$ cat config.mk
export PLATFORM = sky130hd
export DESIGN_NAME = csv_field_splitter_top
export DESIGN_NICKNAME = d
export VERILOG_FILES = /design/src/hw/rtl/csvfs_pkg.sv /design/src/hw/rtl/csv_field_splitter_top.sv /design/src/hw/rtl/csvfs_decode.sv /design/src/hw/rtl/csvfs_out_buf.sv
export VERILOG_INCLUDE_DIRS = /design/src /design/src/hw/rtl
export SDC_FILE = /design/constraint.sdc
export NUM_CORES = 1
export LEC_CHECK = 0
export ABC_AREA = 0
export BUFFER_PORTS_ARGS = -buffer_cell sky130_fd_sc_hd__buf_4
export CORE_UTILIZATION = 45
export CTS_CLUSTER_DIAMETER = 50
export DETAILED_ROUTE_END_ITERATION = 10
export PLACE_DENSITY = 0.65
export SLEW_MARGIN = 15
export SYNTH_ARGS = -nofsm -noshare
export SYNTH_HDL_FRONTEND = slang
export SYNTH_HIERARCHICAL = 1
export SYNTH_SLANG_ARGS = --single-unit
$ cat constraint.sdc
create_clock -name clk -period 3.1 [get_ports clk]
set_clock_uncertainty 0.05 [all_clocks]
set_input_delay 0.31 -clock clk [delete_from_list [all_inputs] [get_ports clk]]
set_output_delay 0.31 -clock clk [all_outputs]
set_load 0.01 [all_outputs]
$ cat src/hw/rtl/csv_field_splitter_top_defines.svh
// assertion macros for the csv splitter top rtl
// each macro expects clk and rst_n in scope
`ifndef CSV_FIELD_SPLITTER_TOP_DEFINES_SVH
`define CSV_FIELD_SPLITTER_TOP_DEFINES_SVH

// same-cycle implication
`define CSVFS_ASSERT_NOW(lbl, ante, cons, msg) \
  lbl: assert property (@(posedge clk) disable iff (!rst_n) (ante) |-> (cons)) \
    else $error(msg);

// next-cycle implication
`define CSVFS_ASSERT_NEXT(lbl, ante, cons, msg) \
  lbl: assert property (@(posedge clk) disable iff (!rst_n) (ante) |=> (cons)) \
    else $error(msg);

`endif

$ cat src/hw/rtl/csvfs_pkg.sv
package csvfs_pkg;

  localparam int MAX_RES = 4;
  localparam int CNT_W   = $clog2(MAX_RES + 1);

  localparam logic [7:0] CH_QUOTE = 8'h22;
  localparam logic [7:0] CH_COMMA = 8'h2C;
  localparam logic [7:0] CH_LF    = 8'h0A;
  localparam logic [7:0] CH_CR    = 8'h0D;

  typedef enum logic [2:0] {
    PH_START = 3'd0,
    PH_UNQ   = 3'd1,
    PH_QUO   = 3'd2,
    PH_QSEEN = 3'd3,
    PH_SKIP  = 3'd4
  } phase_t;

  typedef enum logic [1:0] {
    KIND_BYTE  = 2'd0,
    KIND_BOUND = 2'd1,
    KIND_EOL   = 2'd2
  } kind_t;

  typedef struct packed {
    kind_t      kind;
    logic [7:0] data;
  } res_entry_t;

  typedef struct packed {
    res_entry_t [MAX_RES-1:0] ent;
    logic [CNT_W-1:0]         cnt;
  } res_set_t;

endpackage

$ cat src/hw/rtl/csv_field_splitter_top.sv
// csv field splitter: splits one text line, one byte per input transfer,
// into comma-separated fields with doubled-quote escapes in quoted fields.
// input channel: in_valid/in_ready, in_byte and in_end_of_line (high on the
// last byte of a line). result channel: out_valid/out_ready, out_kind
// (0 content byte, 1 field boundary, 2 line end), out_byte (zero unless a
// content byte) and out_run_last (high on the last result of an input byte).
// an input byte gives zero to four results.
// data path: an accepted byte sits in the input stage, is decoded there and is
// loaded into the result buffer once the buffer is free; its first result is
// then offered on out_valid from the result buffer register.
// throughput: one byte per cycle while each byte gives at most one result and
// out_ready stays high; the result port moves one result per cycle while
// out_ready is high, so a byte with several results holds the input side
// until its last result transfers. bytes that give no result pass at full rate.
// reset (rst_n low, synchronous) empties the input stage and result buffer
// and puts the parser at line start with no field open.
// when the receiver stalls, the buffered results hold and the input stage
// keeps one more byte; in_ready drops once both are occupied.
`include "csv_field_splitter_top_defines.svh"

module csv_field_splitter_top
  import csvfs_pkg::*;
(
  input  logic       clk,
  input  logic       rst_n,
  input  logic       in_valid,
  output logic       in_ready,
  input  logic [7:0] in_byte,
  input  logic       in_end_of_line,
  output logic       out_valid,
  input  logic       out_ready,
  output logic [1:0] out_kind,
  output logic [7:0] out_byte,
  output logic       out_run_last
);

  // input stage
  logic       s1_v_r;
  logic       s1_v_nxt;
  logic [7:0] s1_byte_r;
  logic       s1_eol_r;

  // parser phase, advanced when a byte leaves the input stage
  phase_t     phase_r;
  phase_t     phase_nxt;
  phase_t     dec_phase;

  res_set_t   dec_set;
  res_entry_t head;
  logic       buf_free;
  logic       load;
  logic       in_fire;

  assign load     = s1_v_r && buf_free;
  assign in_ready = !s1_v_r || load;
  assign in_fire  = in_valid && in_ready;
  assign s1_v_nxt = in_fire || (s1_v_r && !load);
  assign phase_nxt = load ? dec_phase : phase_r;

  always_ff @(posedge clk) begin
    if (!rst_n) begin
      s1_v_r  <= 1'b0;
      phase_r <= PH_START;
    end else begin
      s1_v_r  <= s1_v_nxt;
      phase_r <= phase_nxt;
    end
  end

  // payload of the input stage needs no reset
  always_ff @(posedge clk) begin
    if (in_fire) begin
      s1_byte_r <= in_byte;
      s1_eol_r  <= in_end_of_line;
    end
  end

  // all results of one byte, worked out in one pass
  csvfs_decode u_decode (
    .phase_i     (phase_r),
    .byte_i      (s1_byte_r),
    .eol_i       (s1_eol_r),
    .set_o       (dec_set),
    .phase_nxt_o (dec_phase)
  );

  // result buffer, drained one transfer per cycle while out_ready is high
  csvfs_out_buf u_out_buf (
    .clk         (clk),
    .rst_n       (rst_n),
    .load_i      (load),
    .set_i       (dec_set),
    .out_ready_i (out_ready),
    .free_o      (buf_free),
    .out_valid_o (out_valid),
    .head_o      (head),
    .last_o      (out_run_last)
  );

  assign out_kind = head.kind;
  assign out_byte = head.data;

  // line end is always the final result of its byte
  `CSVFS_ASSERT_NOW(a_eol_is_last, out_valid && out_kind == KIND_EOL, out_run_last,
    "line end result not marked last")
  // boundaries and line ends carry a zero byte
  `CSVFS_ASSERT_NOW(a_nonbyte_zero, out_valid && out_kind != KIND_BYTE, out_byte == 8'h00,
    "non-content result with nonzero byte")
  // a line end returns the parser to line start
  `CSVFS_ASSERT_NEXT(a_eol_resets_phase, load && s1_eol_r, phase_r == PH_START,
    "phase not at line start after line end")
  // a blocked byte stays in the input stage untouched
  `CSVFS_ASSERT_NEXT(a_stage_holds, s1_v_r && !load, s1_v_r && $stable(s1_byte_r),
    "input stage lost a waiting byte")

endmodule

$ cat src/hw/rtl/csvfs_decode.sv
module csvfs_decode
  import csvfs_pkg::*;
(
  input  phase_t     phase_i,
  input  logic [7:0] byte_i,
  input  logic       eol_i,
  output res_set_t   set_o,
  output phase_t     phase_nxt_o
);

  typedef struct packed {
    logic       emit;
    kind_t      kind;
    logic [7:0] data;
    phase_t     phase;
  } start_res_t;

  // byte seen at field start
  function automatic start_res_t at_start(input logic [7:0] b);
    start_res_t r;
    r.emit  = 1'b1;
    r.kind  = KIND_BOUND;
    r.data  = 8'h00;
    r.phase = PH_START;
    if (b == CH_QUOTE) begin
      r.emit  = 1'b0;
      r.phase = PH_QUO;
    end else if (b == CH_COMMA) begin
      r.phase = PH_START;
    end else if (b == CH_CR || b == CH_LF) begin
      r.phase = PH_SKIP;
    end else begin
      r.kind  = KIND_BYTE;
      r.data  = b;
      r.phase = PH_UNQ;
    end
    return r;
  endfunction

  start_res_t       st;
  res_set_t         set;
  phase_t           ph;
  logic [CNT_W-1:0] n;

  always_comb begin
    set = '0;
    n   = '0;
    ph  = phase_i;
    st  = at_start(byte_i);
    unique case (phase_i)
      PH_UNQ: begin
        if (byte_i == CH_COMMA || byte_i == CH_CR || byte_i == CH_LF) begin
          set.ent[n[1:0]].kind = KIND_BOUND;
          n  = n + 1'b1;
          ph = (byte_i == CH_COMMA) ? PH_START : PH_SKIP;
        end else begin
          set.ent[n[1:0]].kind = KIND_BYTE;
          set.ent[n[1:0]].data = byte_i;
          n = n + 1'b1;
        end
      end
      PH_QUO: begin
        if (byte_i == CH_QUOTE) begin
          ph = PH_QSEEN;
        end else begin
          set.ent[n[1:0]].kind = KIND_BYTE;
          set.ent[n[1:0]].data = byte_i;
          n = n + 1'b1;
        end
      end
      PH_QSEEN: begin
        if (byte_i == CH_QUOTE) begin
          set.ent[n[1:0]].kind = KIND_BYTE;
          set.ent[n[1:0]].data = CH_QUOTE;
          n  = n + 1'b1;
          ph = PH_QUO;
        end else if (byte_i == CH_COMMA) begin
          set.ent[n[1:0]].kind = KIND_BOUND;
          n  = n + 1'b1;
          ph = PH_START;
        end else begin
          // close the quoted field, then treat the byte as a field start
          set.ent[n[1:0]].kind = KIND_BOUND;
          n = n + 1'b1;
          if (st.emit) begin
            set.ent[n[1:0]].kind = st.kind;
            set.ent[n[1:0]].data = st.data;
            n = n + 1'b1;
          end
          ph = st.phase;
        end
      end
      PH_SKIP: begin
        ph = PH_SKIP;
      end
      default: begin
        if (st.emit) begin
          set.ent[n[1:0]].kind = st.kind;
          set.ent[n[1:0]].data = st.data;
          n = n + 1'b1;
        end
        ph = st.phase;
      end
    endcase

    if (eol_i) begin
      if (ph != PH_SKIP) begin
        set.ent[n[1:0]].kind = KIND_BOUND;
        n = n + 1'b1;
      end
      set.ent[n[1:0]].kind = KIND_EOL;
      n  = n + 1'b1;
      ph = PH_START;
    end

    set.cnt     = n;
    set_o       = set;
    phase_nxt_o = ph;
  end

endmodule

$ cat src/hw/rtl/csvfs_out_buf.sv
module csvfs_out_buf
  import csvfs_pkg::*;
(
  input  logic       clk,
  input  logic       rst_n,
  input  logic       load_i,
  input  res_set_t   set_i,
  input  logic       out_ready_i,
  output logic       free_o,
  output logic       out_valid_o,
  output res_entry_t head_o,
  output logic       last_o
);

  res_entry_t [MAX_RES-1:0] ent_r;
  logic [CNT_W-1:0]         left_r;
  logic [CNT_W-1:0]         left_nxt;
  logic                     take;

  assign out_valid_o = (left_r != '0);
  assign take        = out_valid_o && out_ready_i;
  assign last_o      = (left_r == CNT_W'(1));
  assign head_o      = ent_r[0];
  // empty now, or last entry leaves this cycle
  assign free_o      = (left_r == '0) || (last_o && out_ready_i);

  always_comb begin
    left_nxt = left_r;
    if (load_i) begin
      left_nxt = set_i.cnt;
    end else if (take) begin
      left_nxt = left_r - 1'b1;
    end
  end

  always_ff @(posedge clk) begin
    if (!rst_n) begin
      left_r <= '0;
    end else begin
      left_r <= left_nxt;
    end
  end

  always_ff @(posedge clk) begin
    if (load_i) begin
      ent_r <= set_i.ent;
    end else if (take) begin
      for (int i = 0; i < MAX_RES - 1; i++) begin
        ent_r[i] <= ent_r[i+1];
      end
    end
  end

endmodule
* After elaboration in Yosys (flattened, before gate mapping)
Index checks and enable logic that the tools add are counted.
Word-level totals: flip-flop bits (word level) 56, RAM bits 0, output and inout port bits 13, logic and storage cells 90, memories kept 0, bits in read-only memories 0, bits of input ports 13, bits in latches 0
Cells by class: div/mod/pow operators 0, shift-type cells 0, multiplexer cells 42, reductions and logical operators 18, equal/unequal tests 10, add/sub/neg operators 3, order comparisons 4, bitwise logic cells 0, multiply operators 0
Operators with widths (count):
- 30-bit 2-to-1 mux | 3
- 40-bit bitwise mux | 2
- 40-bit 2-to-1 mux | 2
- 10-bit 2-to-1 mux | 7
- 3-bit 2-to-1 mux | 15
- 10-bit demux with 2-bit select | 2
- 10-bit one-hot mux with 4 select lines | 1
- 8-bit by 4-bit == test with 1-bit output, second input constant | 2
- 8-bit by 6-bit == test with 1-bit output, second input constant | 2
- 8-bit 2-to-1 mux | 2
- 3-bit one-hot mux with 4 select lines | 1
- 9-bit 2-to-1 mux | 1
- 3-bit one-hot mux with 3 select lines | 1
- 1-bit logical AND | 7
- 3-bit by 1-bit adder with 3-bit output, second input constant | 2
- 3-bit by 1-bit == test with 1-bit output, second input constant | 2
- 3-bit by 2-bit == test with 1-bit output, second input constant | 2
- 1-bit logical OR | 6
- 2-bit by 3-bit < comparator with 1-bit output, second input constant | 2
- 6-bit 2-to-1 mux | 1
- 2-bit by 1-bit >= comparator with 1-bit output, second input constant | 2
- 3-bit == test, second input constant | 1
- 3-bit logical NOT | 1
- 1-bit 2-to-1 mux | 3
- other kinds (6) | 7

* Logic depth before layout (Yosys ltp)
depth after elaboration 18, gate-level depth with buffers 12, depth with buffers taken out 12

* Hierarchy
The synthesis kept the hierarchy.
By module, submodules not included:
- csvfs_out_buf | seq. area each 1261.2 um^2, area each 1900.6 um^2, instances 1, cells each 113
- csvfs_decode | seq. area each 0.0 um^2, area each 987.2 um^2, instances 1, cells each 139
- csv_field_splitter_top | seq. area each 350.3 um^2, area each 427.9 um^2, instances 1, cells each 27

* Worst setup path after synthesis
Ideal clock, no wire load.
path kind reg2reg, start reg s1_byte_r[0], end reg u_out_buf.ent_r, in the netlist u_out_buf/head_o[8] (data pin), setup time 260 ps, stages on the path, launching flop included 12, data arrival time 2857 ps, required time 2790 ps, slack -67 ps, clock period less this slack 3167 ps, path through edfxtp_1 or4b_4 o41ai_1 nand2b_2 ha_1 o21ai_0 ha_1 nand2_1 nand2_1 a2111oi_0 a221o_1 mux2_2
RTL lines:
- from (decl) | line csv_field_splitter_top.sv:40 | logic [7:0] s1_byte_r;
- from (signal assigned) | line csv_field_splitter_top.sv:73 | s1_byte_r <= in_byte;
- to (signal assigned) | line csvfs_out_buf.sv:46 | ent_r <= set_i.ent;
- to (signal, indexed assignment) | line csvfs_out_buf.sv:49 | ent_r[i] <= ent_r[i+1];
- to (decl) | line csvfs_out_buf.sv:15 | res_entry_t [MAX_RES-1:0] ent_r;

==> metrics <==
Data arrival, critical path=3.05 ns; H-tree levels=2; startpoint types=register; # IOs=26; fin crit share=0.978; R2R cell count=13; Routed Antenna Nets=0; ANT cells=0; Unique masters post-synth=58; final hold vios=0; total track usage=0.169; Crit. End Element=register; status=finished, final reports clean; port bufs=25; final cell count without fillers=414; Worst Slack Setup Final=0.0668 ns; crit-path max cell delay=0.46 ns; max_cap viols=0; crit path buf inv count=1; Seq/Total Area, Yosys=0.486; Max Fclk=330 MHz; die area=7720 µm²; drt wl/cell=14.7 µm; Synth Instances=279; grt ovf=0; Placed Cells=402; cell depth of the worst setup path=13; Starting DRT DRC Count=117; cts hold-fix bufs=0; Cell Pwr Density=722 nW/µm²; CTS tree=yes; post-route setup TNS=0 ns; Req. time, crit path=3.12 ns; Initial Util=0.477; family with the most delay on the worst path=compound AO/OA/AOI/OAI gates; total routed wirelength=6.10 mm; row cnt=30; via/cell ratio=5.05; Max-slew headroom=0.599; global-route wire length before repair=9.78 mm; First-pass DRT Iterations=4; GP Congestion=0.832; Clock Path Buffers=2; largest net degree at the start of global routing=48; Max VDD drop=0.311 mV; Period minus WS final=3.03 ns; Crit-path slowest cell=edfxtp_1; total CTS buffers=5; Place WS=-0.00781 ns; Clock Root Buffer=clkbuf_8; via count=2090; die width=87.8 µm; Leak Pwr=0.00150 µW; layout cells sized above 1=0.368; Main synth FF type=edfxtp_1; Syn Area/Cell=11.9 µm²; drt drc=0; Clock Sinks=56; cells along the critical path=buf_6 > and3b_1 > o211ai_1 > nand3_2 > nand2b_4 > ha_4 > o21ai_2 > ha_2 > nand2_2 > nand2_1 > a2111oi_1 > a221o_1 > mux2_4; Hold Path Class=in -> reg; CP max FO=4; final setup fails=0; area delta synth->final=14.5%; EDFF count, synth=49; Worst-Margin Slew=0.602 ns; initial antenna violation count=0; hold depth=1; clk_lat worst skew=0.32 ns; core area=6940 µm²; final HPWL from detailed placement=4.32 mm; crit path kind=reg -> reg; fin. max-slew vios=0; total power=2740 µW; Warnings, synthesis=6; Die Span Y=87.8 µm; Yosys reg bits=56; number of global-route vias before repair=1959; nets=342; Async SR Flop Fraction=0; clock slew seen by the registers of the worst setup and hold paths=0.10 ns; synthesized area=3320 µm²
==> routing by layer <==
layer | part of all wire | up-vias | GRT usage | routed length [µm]
met4 | 0.012 | 0 | 0.0522 | 76
met1 | 0.47 | 1003 | 0.240 | 2850
met5 | 0 | - | 0 | 0
met3 | 0.035 | 6 | 0.0283 | 216
li1 | - | 1045 | - | -
met2 | 0.48 | 36 | 0.264 | 2960
==> final timing paths <==
| path | startpoint | to | slack (ns) |
|---|---|---|---|
| setup / recovery | s1_byte_r[2] | u_out_buf/head_o[8] | 0.07 |
| setup reg to reg | s1_byte_r[2] | u_out_buf/head_o[8] | 0.07 |
| hold / removal | in_end_of_line | s1_eol_r | 0.12 |
| hold reg to reg | s1_v_r | phase_r[0] | 0.49 |
==> registers in the layout, indices dropped and copies added, names as in the netlist <==
register	cells
s1_v_r	1
u_out_buf/left_r	3
s1_eol_r	1
s1_byte_r	8
u_out_buf/ent_r	30
phase_r	3
u_out_buf/head_o	10
==> through the flow <==
stage	hold WS [ns]	util	cell area, µm²
after floorplan	0.359	-	3380
after global placement	0.439	0.519	3600
after detailed placement	0.441	0.519	3600
after CTS	0.106	0.537	3730
after global routing	0.102	0.547	3800
final	0.117	0.547	3800
==> area by class of cell <==
class,count,area [µm²]
clock buffer,5,68.8
clock inverter,3,46.3
fill,629,3150
inverter,10,37.5
multi-input combinational,191,1510
sequential,56,1610
tap,96,120
timing repair buffer,53,402
==> worst reg2reg max path: stages, from the launching register on <==
cell and delay [ns]:
edfxtp_1 0.46, buf_6 0.15, and3b_1 0.15, o211ai_1 0.31, nand3_2 0.21, nand2b_4 0.13
ha_4 0.20, o21ai_2 0.15, ha_2 0.21, nand2_2 0.07, nand2_1 0.09, a2111oi_1 0.05
a221o_1 0.29, mux2_4 0.26
==> cells in the final DEF (no fill, tap or decap), drive strengths merged, types with 3 or more instances in the layout <==
cell and n:
nand2b 5, mux2 30, nor2 12, dfxtp 7, a21boi 3, conb 16
nand3 4, nor2b 5, nand2 16, and3 5, and2 17, buf 53
nand4 5, o211ai 3, a21oi 9, inv 11, clkbuf 5, o21ai 15
ha 12, edfxtp 49
==> cells in the mapped netlist (2+ instances only) <==
library cell  count  area share
dfxtp_1           7       0.042
nor2_1           11       0.012
a21o_1            2      0.0045
a21boi_1          3      0.0068
o211ai_1          3      0.0068
and4bb_2          2      0.0075
buf_4            26       0.059
mux2_2           30        0.10
a21oi_1           9       0.014
clkbuf_1          6      0.0068
o211a_1           2      0.0060
and3_1            4      0.0075
nand3_1           4      0.0060
nand4_1           5      0.0094
nor3b_1           2      0.0045
ha_1             12       0.045
nor4b_4           2       0.014
o21ai_1           7       0.011
edfxtp_1         49        0.44
nand2_1          16       0.018
nor2b_1           5      0.0094
buf_6             4       0.014
inv_1             9       0.010
and2_1           16       0.030
nand2b_1          3      0.0057
o21ai_0           6      0.0091
o21a_1            2      0.0045
o21ai_2           2      0.0053
==> timing repair <==
| item | in CTS | in global routing |
|---|---|---|
| setup buffers | 1 | 3 |
| pin swaps | 1 | 9 |
| endpoints found under the hold margin | 0 | 0 |
| gates resized for setup | 1 | 10 |
| setup endpoints to repair | 1 | 1 |
==> report_power, final <==
group          internal, µW  switching [µW]
Combinational           462             475
Clock                   245             249
Sequential             1210            99.8
Total                  1920             824
==> cell families (layout without fill, tap and decap cells) <==
family	Yosys count	in the layout	share of synthesized area
xor+xnor	1	1	0.00264
other cells	1	16	0.00113
buf+inv	47	71	0.0921
mux	31	31	0.105
flops	56	56	0.486
fa+ha+maj	12	12	0.0453
simple gates	86	86	0.170
compound gates	45	45	0.0981
Note: power is estimated with default switching activity, not from simulation.
